File: config.mk
export PLATFORM = sky130hd
export DESIGN_NAME = power_button_debouncer
export DESIGN_NICKNAME = d
export VERILOG_FILES = /design/src/rtl/pbd_pkg.sv /design/src/rtl/pbd_cfg.sv /design/src/rtl/pbd_core.sv /design/src/rtl/power_button_debouncer.sv
export SDC_FILE = /design/constraint.sdc
export NUM_CORES = 1
export LEC_CHECK = 0
export ABC_AREA = 1
export BUFFER_PORTS_ARGS = -buffer_cell sky130_fd_sc_hd__buf_2
export CAP_MARGIN = 20
export CORE_ASPECT_RATIO = 0.75
export CORE_UTILIZATION = 40
export CTS_BUF_LIST = sky130_fd_sc_hd__clkbuf_16
export DETAILED_ROUTE_END_ITERATION = 8
export MAX_ROUTING_LAYER = met4
export PLACE_DENSITY = 0.7
export SLEW_MARGIN = 30
export SYNTH_ARGS = -nofsm -noshare
export SYNTH_HDL_FRONTEND = slang
export SYNTH_SLANG_ARGS = --single-unit
File: constraint.sdc
create_clock -name aclk -period 1.84 [get_ports aclk]
set_input_delay 0.184 -clock aclk [delete_from_list [all_inputs] [get_ports aclk]]
set_output_delay 0.184 -clock aclk [all_outputs]
set_load 0.01 [all_outputs]
File: src/rtl/pbd_pkg.sv
`timescale 1ns / 1ps
`default_nettype none

package pbd_pkg;

    // width of the debounce countdown
    localparam int TIMER_WIDTH = 20;

    localparam int TICKS_WIDTH = 20;
    localparam int CFG_INDEX_WIDTH = 2;
    localparam int CFG_DATA_WIDTH = 20;

    localparam int S_TDATA_WIDTH = 8;
    localparam int M_TDATA_WIDTH = 8;

    localparam logic [CFG_INDEX_WIDTH-1:0] CFG_DEBOUNCE_TICKS = 2'd0;
    localparam logic [CFG_INDEX_WIDTH-1:0] CFG_ACTIVE_HIGH    = 2'd1;
    localparam logic [CFG_INDEX_WIDTH-1:0] CFG_IGNORE_LID     = 2'd2;

    localparam logic [TICKS_WIDTH-1:0] DEBOUNCE_TICKS_RESET = 20'd30000;

    typedef struct packed {
        logic [TICKS_WIDTH-1:0] debounce_ticks;
        logic                   active_high;
        logic                   ignore_lid;
    } cfg_t;

    typedef struct packed {
        logic pin_level;
        logic lid_open;
        logic simulate_press;
        logic force_evaluate;
    } tick_t;

    typedef struct packed {
        logic pressed;
        logic scan_disabled;
        logic change_pulse;
        logic host_press_pulse;
        logic debouncing;
    } result_t;

endpackage

`default_nettype wire

File: src/rtl/pbd_cfg.sv
`timescale 1ns / 1ps
`default_nettype none

module pbd_cfg
    import pbd_pkg::*;
(
    input  wire logic                       aclk,
    input  wire logic                       aresetn,
    input  wire logic                       cfg_valid,
    output logic                            cfg_ready,
    input  wire logic [CFG_INDEX_WIDTH-1:0] cfg_index,
    input  wire logic [CFG_DATA_WIDTH-1:0]  cfg_data,
    output cfg_t                            cfg
);

    cfg_t cfg_reg;
    cfg_t cfg_next;

    assign cfg_ready = 1'b1;
    assign cfg = cfg_reg;

    always_comb begin
        cfg_next = cfg_reg;
        if (cfg_valid) begin
            case (cfg_index)
                CFG_DEBOUNCE_TICKS: cfg_next.debounce_ticks = cfg_data[TICKS_WIDTH-1:0];
                CFG_ACTIVE_HIGH:    cfg_next.active_high = cfg_data[0];
                CFG_IGNORE_LID:     cfg_next.ignore_lid = cfg_data[0];
                default:            cfg_next = cfg_reg;
            endcase
        end
    end

    always_ff @(posedge aclk) begin
        if (!aresetn) begin
            cfg_reg.debounce_ticks <= DEBOUNCE_TICKS_RESET;
            cfg_reg.active_high <= 1'b0;
            cfg_reg.ignore_lid <= 1'b0;
        end else begin
            cfg_reg <= cfg_next;
        end
    end

endmodule

`default_nettype wire

File: src/rtl/pbd_core.sv
`timescale 1ns / 1ps
`default_nettype none

module pbd_core
    import pbd_pkg::*;
(
    input  wire logic aclk,
    input  wire logic aresetn,
    input  wire logic advance,
    input  tick_t     tick,
    input  cfg_t      cfg,
    output result_t   result
);

    localparam int CMP_WIDTH = (TIMER_WIDTH > TICKS_WIDTH) ? TIMER_WIDTH : TICKS_WIDTH;
    localparam logic [TIMER_WIDTH-1:0] TMR_MAX = {TIMER_WIDTH{1'b1}};

    logic                   debounced_reg, debounced_next;
    logic [TIMER_WIDTH-1:0] countdown_reg, countdown_next;
    logic                   counting_reg, counting_next;
    logic                   last_pin_reg, last_pin_next;
    logic                   scan_hold_reg, scan_hold_next;
    logic                   init_reg, init_next;

    logic                   raw;
    logic                   sample;
    logic                   change;
    logic [TIMER_WIDTH-1:0] load_value;

    // narrow timers saturate the configured tick count
    always_comb begin
        if (CMP_WIDTH'(cfg.debounce_ticks) > CMP_WIDTH'(TMR_MAX)) begin
            load_value = TMR_MAX;
        end else begin
            load_value = TIMER_WIDTH'(cfg.debounce_ticks);
        end
    end

    always_comb begin
        if (tick.simulate_press) begin
            raw = 1'b1;
        end else if (!tick.lid_open && !cfg.ignore_lid) begin
            raw = 1'b0;
        end else begin
            raw = (tick.pin_level == cfg.active_high);
        end
    end

    always_comb begin
        debounced_next = debounced_reg;
        countdown_next = countdown_reg;
        counting_next = counting_reg;
        last_pin_next = last_pin_reg;
        scan_hold_next = scan_hold_reg;
        init_next = 1'b1;
        sample = 1'b0;
        change = 1'b0;

        if (!init_reg) begin
            debounced_next = raw;
            last_pin_next = tick.pin_level;
        end else if (tick.pin_level != last_pin_reg) begin
            last_pin_next = tick.pin_level;
            if (raw) begin
                scan_hold_next = 1'b1;
            end
            countdown_next = load_value;
            counting_next = (load_value != '0);
            sample = (load_value == '0);
        end else if (counting_reg) begin
            countdown_next = countdown_reg - TIMER_WIDTH'(1);
            if (countdown_reg == TIMER_WIDTH'(1)) begin
                counting_next = 1'b0;
                sample = 1'b1;
            end
        end

        if (tick.force_evaluate) begin
            sample = 1'b1;
        end

        if (sample) begin
            if (!raw) begin
                scan_hold_next = 1'b0;
            end
            if (raw != debounced_next) begin
                debounced_next = raw;
                change = 1'b1;
            end
        end

        result.pressed = debounced_next;
        result.scan_disabled = scan_hold_next;
        result.change_pulse = change;
        result.host_press_pulse = change & raw;
        result.debouncing = counting_next;
    end

    always_ff @(posedge aclk) begin
        if (!aresetn) begin
            debounced_reg <= 1'b0;
            countdown_reg <= '0;
            counting_reg <= 1'b0;
            last_pin_reg <= 1'b0;
            scan_hold_reg <= 1'b0;
            init_reg <= 1'b0;
        end else if (advance) begin
            debounced_reg <= debounced_next;
            countdown_reg <= countdown_next;
            counting_reg <= counting_next;
            last_pin_reg <= last_pin_next;
            scan_hold_reg <= scan_hold_next;
            init_reg <= init_next;
        end
    end

endmodule

`default_nettype wire

File: src/rtl/power_button_debouncer.sv
`timescale 1ns / 1ps
`default_nettype none

// Power button debouncer. Each input beat is one tick of the button sampler and
// yields exactly one result beat. A tick is taken every clock while the result
// register is empty or being drained, so the block runs at one tick per cycle;
// the state update and the result are computed in the same cycle the tick is
// accepted and the result is registered onto m_ in the next cycle. Every pin edge reloads
// the debounce countdown from debounce_ticks, and the raw level is sampled when
// the countdown reaches zero or when force_evaluate is set. Configuration
// (cfg_index 0: debounce_ticks, 1: active_high, 2: ignore_lid) is always ready
// and should be written while no ticks are in flight.
module power_button_debouncer
    import pbd_pkg::*;
(
    input  wire logic                       aclk,
    input  wire logic                       aresetn,
    input  wire logic                       s_tvalid,
    output logic                            s_tready,
    // [0] pin_level, [1] lid_open, [2] simulate_press, [3] force_evaluate
    input  wire logic [S_TDATA_WIDTH-1:0]   s_tdata,
    output logic                            m_tvalid,
    input  wire logic                       m_tready,
    // [0] pressed, [1] scan_disabled, [2] change_pulse, [3] host_press_pulse,
    // [4] debouncing
    output logic [M_TDATA_WIDTH-1:0]        m_tdata,
    input  wire logic                       cfg_valid,
    output logic                            cfg_ready,
    input  wire logic [CFG_INDEX_WIDTH-1:0] cfg_index,
    input  wire logic [CFG_DATA_WIDTH-1:0]  cfg_data
);

    cfg_t    cfg;
    tick_t   tick;
    result_t result;
    logic    accept;

    result_t out_reg;
    logic    out_valid_reg;

    assign tick.pin_level = s_tdata[0];
    assign tick.lid_open = s_tdata[1];
    assign tick.simulate_press = s_tdata[2];
    assign tick.force_evaluate = s_tdata[3];

    assign s_tready = !out_valid_reg || m_tready;
    assign accept = s_tvalid && s_tready;

    pbd_cfg u_cfg (
        .aclk      (aclk),
        .aresetn   (aresetn),
        .cfg_valid (cfg_valid),
        .cfg_ready (cfg_ready),
        .cfg_index (cfg_index),
        .cfg_data  (cfg_data),
        .cfg       (cfg)
    );

    pbd_core u_core (
        .aclk    (aclk),
        .aresetn (aresetn),
        .advance (accept),
        .tick    (tick),
        .cfg     (cfg),
        .result  (result)
    );

    always_ff @(posedge aclk) begin
        if (!aresetn) begin
            out_valid_reg <= 1'b0;
        end else if (accept) begin
            out_valid_reg <= 1'b1;
        end else if (m_tready) begin
            out_valid_reg <= 1'b0;
        end
    end

    always_ff @(posedge aclk) begin
        if (accept) begin
            out_reg <= result;
        end
    end

    assign m_tvalid = out_valid_reg;
    assign m_tdata = {3'b000, out_reg.debouncing, out_reg.host_press_pulse,
                      out_reg.change_pulse, out_reg.scan_disabled, out_reg.pressed};

    // a host press event is always a change to pressed
    assert property (@(posedge aclk) disable iff (!aresetn)
        m_tvalid && out_reg.host_press_pulse |-> out_reg.change_pulse && out_reg.pressed)
        else $error("host press without change to pressed");

    // a debounced release always drops the scan hold
    assert property (@(posedge aclk) disable iff (!aresetn)
        m_tvalid && out_reg.change_pulse && !out_reg.pressed |-> !out_reg.scan_disabled)
        else $error("scan hold kept after debounced release");

    // a waiting result is never overwritten
    assert property (@(posedge aclk) disable iff (!aresetn)
        out_valid_reg && !m_tready |-> !accept)
        else $error("tick accepted over a stalled result");

    // every accepted tick produces a result beat on the next cycle
    assert property (@(posedge aclk) disable iff (!aresetn)
        accept |=> m_tvalid)
        else $error("result beat missing after accepted tick");

endmodule

`default_nettype wire

# Word-level counts from Yosys, hierarchy flattened
# Index checks and enable logic that the tools add are counted.
[totals]
elab_cells = 69
out_inout_bits = 11
register_bits = 53
inputBits = 35
[op_classes]
addsub = 1
muxes = 28
bitwise = 1
reduce_logical = 16
n_lt_le_gt_ge = 1
n_eq_ne = 7
[op_table]
columns = ["op", "n"]
rows = [
  ["$mux W20", 3],
  ["$mux W1", 25],
  ["$eq A20 B1 Y1 const B", 1],
  ["$gt A20 B20 Y1 const B", 1],
  ["$logic_not A20 Y1", 1],
  ["$reduce_bool A20 Y1", 1],
  ["$sub A20 B1 Y20 const B", 1],
  ["$reduce_and A2 Y1", 4],
  ["$reduce_bool A2 Y1", 2],
  ["$logic_not A1 Y1", 3],
  ["$reduce_and A3 Y1", 1],
  ["$eq A2 B1 Y1 const B", 1],
  ["$eq A2 B2 Y1 const B", 1],
  ["$logic_and A1 B1 Y1", 2],
  ["$logic_not A2 Y1", 1],
  ["$ne A1 B1 Y1", 2],
  ["$ne A2 B2 Y1 const B", 1],
  ["$and A1 B1 Y1", 1],
  ["$eq A1 B1 Y1", 1],
  ["$logic_or A1 B1 Y1", 1],
]

# Logic depth before layout (Yosys ltp)
# Gate-level depths: netlist of run 1.
[depth]
depth_word = 9
depth_mapped = 12
depth_no_buf = 12

# Modules after synthesis
# A second synthesis of run 1 with hierarchy kept.
[unflattened]
cells_unflattened = 453
area_unflattened_um2 = 3062.9
[by_module_without_submodules]
columns = ["module", "cells_per_inst", "area_each_um2", "seq_area_each_um2", "instances"]
rows = [
  ["pbd_core", 302, 1880.6, 500.5, 1],
  ["pbd_cfg", 135, 954.7, 440.4, 1],
  ["power_button_debouncer", 16, 227.7, 170.2, 1],
]

# Worst setup path after synthesis of run 1
# Ideal clock, no wire load.
[synth_path]
kind = "register -> register"
from = "register u_core.countdown_reg[0]"
to = "register u_core.countdown_reg[18]"
period_less_slack_ns = 1.432
path_buffers = 0
t_required_ns = 1.706
path_slack_ns = 0.408
stages_incl_launch_ff = 9
t_arrival_ns = 1.298
setup_ns = 0.134
cell_sequence = "dfxtp_1 -> inv_1 -> ha_1 -> nand3_1 -> nor2_1 -> nand2_1 -> xor2_1 -> o21ai_1 -> a21oi_1"
[synth_between]
elab_chain_cells = 3
[synth_rtl]
columns = ["element", "line", "source"]
rows = [
  ["start: declaration", "pbd_core.sv:19", "logic [TIMER_WIDTH-1:0] countdown_reg, countdown_next;"],
  ["start signal: assignment", "pbd_core.sv:109", "countdown_reg <= countdown_next;"],
  ["$sub A20 B1 Y20", "pbd_core.sv:71", "countdown_next = countdown_reg - TIMER_WIDTH'(1);"],
  ["$mux W20", "pbd_core.sv:70", "end else if (counting_reg) begin"],
  ["$mux W20", "pbd_core.sv:62", "end else if (tick.pin_level != last_pin_reg) begin"],
]
# Every way passes these cells. The select of a mux whose other input is x is not followed.
# A chain may end at the register's enable or synchronous reset.

==> results list, run 1 <==
- Status: completed
* Hold Fails Final Rpt: 0
- After layout, the minimum clock period comes to 1613 ps.
- Crit path max-delay family: simple AND/OR/NAND/NOR gates
* Area share of the largest cell type after synthesis: 0.3386
- For the worst setup path, the data arrival time is 1640 ps.
* Proportion of synthesized chip area in sequential cells: 0.3915
- Dividing the detail-routed wire length by the instance count gives 12.22 um.
- A synthesized cell averages 6.938 sq um.
- Fin Hold WS: 103.4 ps
* Layout cells sized above 1: 0.1830
- Floorplan core area: 6832 sq um
- Post-placement setup slack: 265.9 ps
* Most common cell after layout, fill and taps aside: nand2_1
- Counting the buffers created by CTS gives 5.
- Switching component of the power: 0.0008612 W
- CTS tree: yes
- Number of violations reported at the end of detailed-routing iteration 0: 183
* Maximum number of pins on one net before global-route repair: 27
* Number of flip-flops in the largest register: 22
- CTS saw 53 sinks.
- Warnings, synthesis: 0
- The H-tree was split into 2 levels.
- In the synthesized netlist, the number of instances is 409.
- Count of buffers added by post-CTS timing repair for setup: 0
* Ordered list of cells on the worst path: inv_1 > nand2_2 > nand2_4 > inv_4 > nand2_1 > nand2_1 > nand3_2 > nand3_1 > nand2_1
* Worst setup EP type: register
- Final clock period utilization by the worst path: 0.8765
* Number of vias in the routed layout: 2639
* Max-cap violation count: 0
- Combinational Power Share: 0.226
- Type of the most critical hold path: input pin to register
* Int Pwr: 0.001971 W
- Placed wire-length estimate: 4757 um
- Of the total power, the share spent switching nets is 0.3041.
- Leaving out fill and tap cells, the most frequent cells in the layout are 82 x nand2_1, 57 x nor2_1, 48 x dfxtp_1.
- VDD sags by at most 0.3915 mV.
* Total routing resource utilization after global routing: 0.1912
* Overall die width: 99.26 um
* Netlist area before placement: 2838 sq um
- The die covers 7439 sq um.
- Count of cell types in the netlist: 41
* Remaining Overflow, GRT: 0
* Number of buffers on the longest clock path: 2
* Leakage: 1.495 nW
- Starting density of the core: 0.4154
- Clock-pin slew was measured on the worst setup and hold paths at 70 ps.
- Largest fanout of any net on the critical path: 17
- In this run, synthesis produced a sequential element count of 53.
* Setup repair after global routing missed its margin: false
- From synthesis to final layout, the design area changed by 14.07%.
* Resize count post-CTS: 0
- CP max-delay cell: dfxtp_1
* Final number of max-transition violations: 0
* Data required time of the worst path: 1870 ps
- Number of nets with antenna violations after detailed routing: 0
- The congestion estimate from routability-driven global placement came to 0.8435.
- PnR Total Power: 0.002832 W
- Via count of the first global-routing pass: 2365
- Final worst slack: 227.3 ps
* Sequential fraction of design power: 0.453
- Post-route cell area: 3237 sq um
- Clock tree root buffer cell: clkbuf_16
* Port bufs: 37
* N_diodes: 0
- Dividing the detail-routed via count by the number of cells gives 4.961.
- Buffers plus inverters on the worst setup path: 2
- Total detailed-routing wirelength: 6501 um
- STA classifies the critical path startpoint as a register.
- F_max: 620.1 MHz
* DRT Pass-1 Iters: 4
- After synthesis, the cell types taking the most area are dfxtp_1 34%, nand2_1 11%, nor2_1 7.5%, a21oi_1 7.2%, o21ai_0 5.6%.
* Cell type with the highest aggregate area in the netlist: dfxtp_1
- Summed negative setup slack over all endpoints: 0 ps
- Die boundary height: 74.95 um
- The placed instances occupy a cell area of 3098 sq um.
- For this run, the post-layout net count is 484.
* Total DRC errors in the routed layout: 0
- 46 I/O pins were placed.
- Maximum single-stage delay on the critical path: 350 ps
* Final setup skew: 12.44 ps
- The number of hold buffers added after CTS was 0.
* Clock latency at the later pin of the worst-skew pair: 290 ps
- The floorplan has 26 rows.
- Crit-path most repeated cell: nand2_1
- Clk pwr share: 0.321
- Global-route wire length before repair: 10940 um
- For this design the ratio of total power to cell area is 875.0 nW/um^2.
- Critical path class: register to register
- Number of setup violations in the final report: 0
* Number of antenna violations at the first check in global routing: 0
## power groups by stage
stage	Clock (W)	Combinational (W)	Sequential [W]
CTS	0.000924	0.000638	0.00128
global route	0.000979	0.000722	0.00129
floorplan	0	0.000487	0.00130
detailed placement	0	0.000632	0.00131
finish	0.000908	0.000640	0.00128
global placement	0	0.000619	0.00131
## metal layers
layer,part of all wire,GRT usage
met1,0.50,0.2572
met3,0.037,0.03343
met2,0.45,0.3032
met4,0.010,0.04412
met5,0,-
## worst min-delay path, cell delays in order
cell and delay, ps:
buf_2 70, nand2_1 40, nand3_1 60
## cell families after synthesis
group                      Yosys count  synth area share
xor gates and xnor gates             8           0.02469
and+or+nand+nor                    192            0.3038
AOI/OAI and AO/OA                   89            0.1671
buffers and inverters               63            0.1014
DFF                                 53            0.3915
other                                2          0.002646
adders and majority gates            2          0.008817
## through the flow
| step | instances | utilization |
|---|---|---|
| after floorplan | 411 | - |
| after global placement | 524 | 0.4535 |
| after detailed placement | 524 | 0.4535 |
| after CTS | 532 | 0.4738 |
| after global routing | 532 | 0.4738 |
| final | 532 | 0.4738 |
## synth_stat cells (all sizes together)
master	number
xnor2	3
or2	2
clkbuf	8
nor4	1
inv	43
o211ai	1
a22o	1
o2bb2ai	1
a21oi	42
xor2	5
a31oi	1
nor3	6
a211oi	3
edfxtp	5
dfxtp	48
nand3b	1
clkinv	1
o22ai	1
nand4	1
ha	2
conb	2
buf	11
nand2	90
nor2	65
nand3	26
o21ai	39
## area by class of cell
cell class | instances | area [sq um]
clock inverter | 3 | 13.76
sequential | 53 | 1111
fill | 685 | 3595
inverter | 44 | 167.7
timing repair buffer | 48 | 267.8
multi-input combinational | 295 | 1446
tap | 84 | 105.1
clock buffer | 5 | 125.1
## path summary, 6_finish.rpt
path	from	to	slack (ps)	depth (start not counted)
max	u_core.last_pin_reg	m_tdata[0]	230	9
min	cfg_data[10]	u_cfg.cfg[12]	100	3
max reg2reg	u_core.last_pin_reg	m_tdata[0]	230	9
min reg2reg	u_core.countdown_reg[18]	u_core.countdown_reg[18]	470	2
No activity file was read; power rests on OpenSTA's default activity.
==> run 2: changes to the inputs <==
--- a/config.mk
+++ b/config.mk
@@ -14,6 +14,7 @@
 export DETAILED_ROUTE_END_ITERATION = 8
 export MAX_ROUTING_LAYER = met4
 export PLACE_DENSITY = 0.7
+export RECOVER_POWER = 50
 export SLEW_MARGIN = 30
 export SYNTH_ARGS = -nofsm -noshare
 export SYNTH_HDL_FRONTEND = slang
==> run 2 against run 1 <==
Compared with the run above: clock power barely moved; count of clock-buffer cells in the layout unchanged; power shrank 0.42%; sequential share of layout area up 0.27 points; die area unchanged; critical endpoint is now u_core.countdown_reg[18].
==> results list, run 2 (same netlist as run 1, synthesis figures left out) <==
- Global Route met2 Usage: 0.3032 (unchanged)
- Total DRC errors in the routed layout: 0 (unchanged)
- Most frequent cells in the layout: 84 x nand2_1, 57 x nor2_1, 48 x dfxtp_1 (was 82 x nand2_1, 57 x nor2_1, 48 x dfxtp_1)
- Most common cell after layout, fill and taps aside: nand2_1 (unchanged)
* CTS tree: yes (unchanged)
- The final net count is 484 (unchanged).
- The final critical-path share of the clock period came to 0.8793 (was 0.8765).
- Total detailed-routing wirelength: 6458 um (was 6501 um)
* Count of placed standard cells in the final layout, fillers left out: 532 (unchanged)
- The number of endpoints failing setup at the final stage was 0 (unchanged).
- Clock slew seen by the registers of the worst setup and hold paths: 70 ps (about the same)
- Post-route cell area: 3212 sq um (was 3237 sq um)
- The number of diodes was 0 (unchanged).
* Most congested layer reported by global routing: met2 (unchanged)
* CTS H-Tree Depth: 2 (unchanged)
- The number of buffers between clock root and the deepest sink came to 2 (unchanged).
- Largest fanout of any net on the critical path: 17 (unchanged)
- Worst setup EP type: register (unchanged)
- Die area: 7439 sq um (unchanged)
* Maximum single-stage delay on the critical path: 350 ps (about the same)
- The cell count of the worst hold path was 3 (unchanged).
- At the pin with the least slew margin, the transition time is 1030 ps.
* Clock tree root buffer cell: clkbuf_16 (unchanged)
- Total routing resource utilization after global routing: 0.1912 (unchanged)
- Status: completed (unchanged).
- The later-pin clock latency in the skew report is 290 ps (about the same).
* Global-route wire length before repair: 10940 um (unchanged)
- The final total power was 0.002820 W (was 0.002832 W).
- The quantity of gates resized following cts is 0 (unchanged).
* Crit path max-delay family: simple AND/OR/NAND/NOR gates (unchanged)
- Setup repair after global routing missed its margin: false (unchanged)
* Routability congestion estimate: 0.8435 (unchanged)
* Cts-stage hold buffer count: 0 (unchanged)
- The met3 track demand over resource is 0.03343 (unchanged).
* Clk pwr share: 0.321 (about the same)
* Net switching share of the total power: 0.3037 (was 0.3041)
- Worst setup slack for register-to-register paths: 220 ps (was 230 ps)
* Synth-to-layout area growth: 13.18% (was 14.07%)
* Placed wire-length estimate: 4757 um (unchanged)
* Arr. time, crit path: 1830 ps (was 1640 ps)
- Leakage: 1.465 nW (was 1.495 nW)
* Max-cap violation count: 0 (unchanged)
* Clock buffer count from CTS: 5 (unchanged)
- Tightest slew margin relative to the limit: 0.3132
* Vias per cell: 4.976 (was 4.961)
- The max-slew violation count was 0 (unchanged).
- The port buffer count is 37 (unchanged).
- The count of standard-cell rows came to 26 (unchanged).
- The number of cell instances on the worst register-to-register path is 9 (unchanged).
* Pwr dens: 878.1 nW/um^2 (was 875.0 nW/um^2)
- The cell area reported after detailed placement is 3098 sq um (unchanged).
- The internal power consumption came to 0.001964 W (was 0.001971 W).
- The number of global-route vias before repair is 2365 (unchanged).
- The net switching power was 0.0008564 W (was 0.0008612 W).
- Number of antenna violations at the first check in global routing: 0 (unchanged)
- The worst endpoint required time is 2050 ps (was 1870 ps).
- Final setup skew: 11.09 ps (was 12.44 ps)
- Min cycle time layout: 1618 ps (was 1613 ps)
- The total count of hold-check failures in the final report is 0 (unchanged).
- I/O pins: 46 (unchanged)
- Combinational Power Share: 0.224 (was 0.226)
- The highest clock frequency the design can meet was 618.1 MHz (was 620.1 MHz).
* Floorplan core area: 6832 sq um (unchanged)
- The cell with the largest stage delay on the worst path was dfxtp_1 (unchanged).
* Number of vias in the routed layout: 2647 (was 2639)
- The critical path start-end classification was register to register (unchanged).
* Ordered list of cells on the worst path: inv_1 > nand2_2 > nand2_4 > nand2_4 > nand3_4 > buf_4 > a21oi_1 > o21ai_1 > a21oi_1 (was inv_1 > nand2_2 > nand2_4 > inv_4 > nand2_1 > nand2_1 > nand3_2 > nand3_1 > nand2_1)
* Largest voltage drop on the vdd net: 0.3913 mV (was 0.3915 mV)
- The overall overflow remaining after global route is 0 (unchanged).
- Type of element launching the critical path: register (unchanged)
* Sequential fraction of design power: 0.455 (was 0.453)
- The share of cells above drive strength 1 was 0.1540 (was 0.1830).
- Number of placed cells counting well taps: 524 (unchanged)
- The sum of buffers and inverters on the critical path came to 2 (unchanged).
- Summed negative setup slack over all endpoints: 0 ps (unchanged)
- DRT Pass-1 Iters: 4 (unchanged)
- Number of violations reported at the end of detailed-routing iteration 0: 174 (was 183)
* Number of nets with antenna violations after detailed routing: 0 (unchanged)
- The die extent in x came to 99.26 um (unchanged).
- The mean routed wirelength per cell was 12.14 um (was 12.22 um).
* Critical path depth: 9 (unchanged)
- The number of buffers added for setup after CTS came to 0 (unchanged).
* Die boundary height: 74.95 um (unchanged)
* Maximum number of pins on one net before global-route repair: 27 (unchanged)
- The sink count of the clock tree was 53 (unchanged).
- The worst hold path class was input pin to register (unchanged).
- M1 GR Usage: 0.2572 (unchanged)
- Share of the core filled with cells: 0.4701 (was 0.4738)
- The starting utilization of the core area is 0.4154 (unchanged).
- Number of flip-flops in the largest register: 22 (unchanged)
* Fill cell total of the finished layout: 687 (was 685)
run 2: cell count changes in the layout (fill, tap and decap cells not counted):
cell / previous run / this run
buf_2: 37 / 30
inv_2: 4 / 3
clkbuf_1: 0 / 10
nand2_1: 82 / 84
buf_4: 11 / 8
nand2_2: 6 / 4
inv_1: 39 / 40
run 2: area by class of cell:
type,instances,area [sq um],share of cell area
multi-input cells,295,1441,0.4488
flip-flops and latches,53,1111,0.3459
repair buffers,48,247.7,0.07713
inverters,44,167.7,0.05220
clock buffers,5,125.1,0.03896
well taps,84,105.1,0.03272
clock inverters,3,13.76,0.004285
run 2: power by group through the flow:
stage | sequential, W | combinational [W] | clock (W)
after CTS | 0.00128 | 0.000638 | 0.000924
after detailed placement | 0.00131 | 0.000632 | 0
after global routing | 0.00129 | 0.000714 | 0.000979
final | 0.00128 | 0.000631 | 0.000905
after global placement | 0.00131 | 0.000619 | 0
after floorplan | 0.00130 | 0.000487 | 0
run 2: final timing paths:
check / from / end
hold / removal: cfg_data[12] / u_cfg.cfg[14]
setup reg to reg: u_core.last_pin_reg / u_core.countdown_reg[18]
setup / recovery: u_core.last_pin_reg / u_core.countdown_reg[18]
hold reg to reg: u_core.countdown_reg[18] / u_core.countdown_reg[18]
run 2: per-layer routing:
| layer | vias up | wire (um) |
|---|---|---|
| met5 | - | 0 |
| met3 | 6 | 276 |
| met2 | 59 | 2895 |
| li1 | 1395 | - |
| met1 | 1187 | 3218 |
| met4 | 0 | 68 |
run 2: worst min-delay path, stage by stage:
cell	delay [ps]
buf_2	70
nand2_1	40
nand3_1	60
run 2: per-stage QoR:
step / hold slack, ps / worst slack [ps]
after floorplan: 310.3 / 407.7
after global placement: 394.3 / 281.3
after detailed placement: 400.6 / 265.9
after CTS: 104.7 / 232.7
after global routing: 113.8 / 48.79
final: 105.9 / 222.2
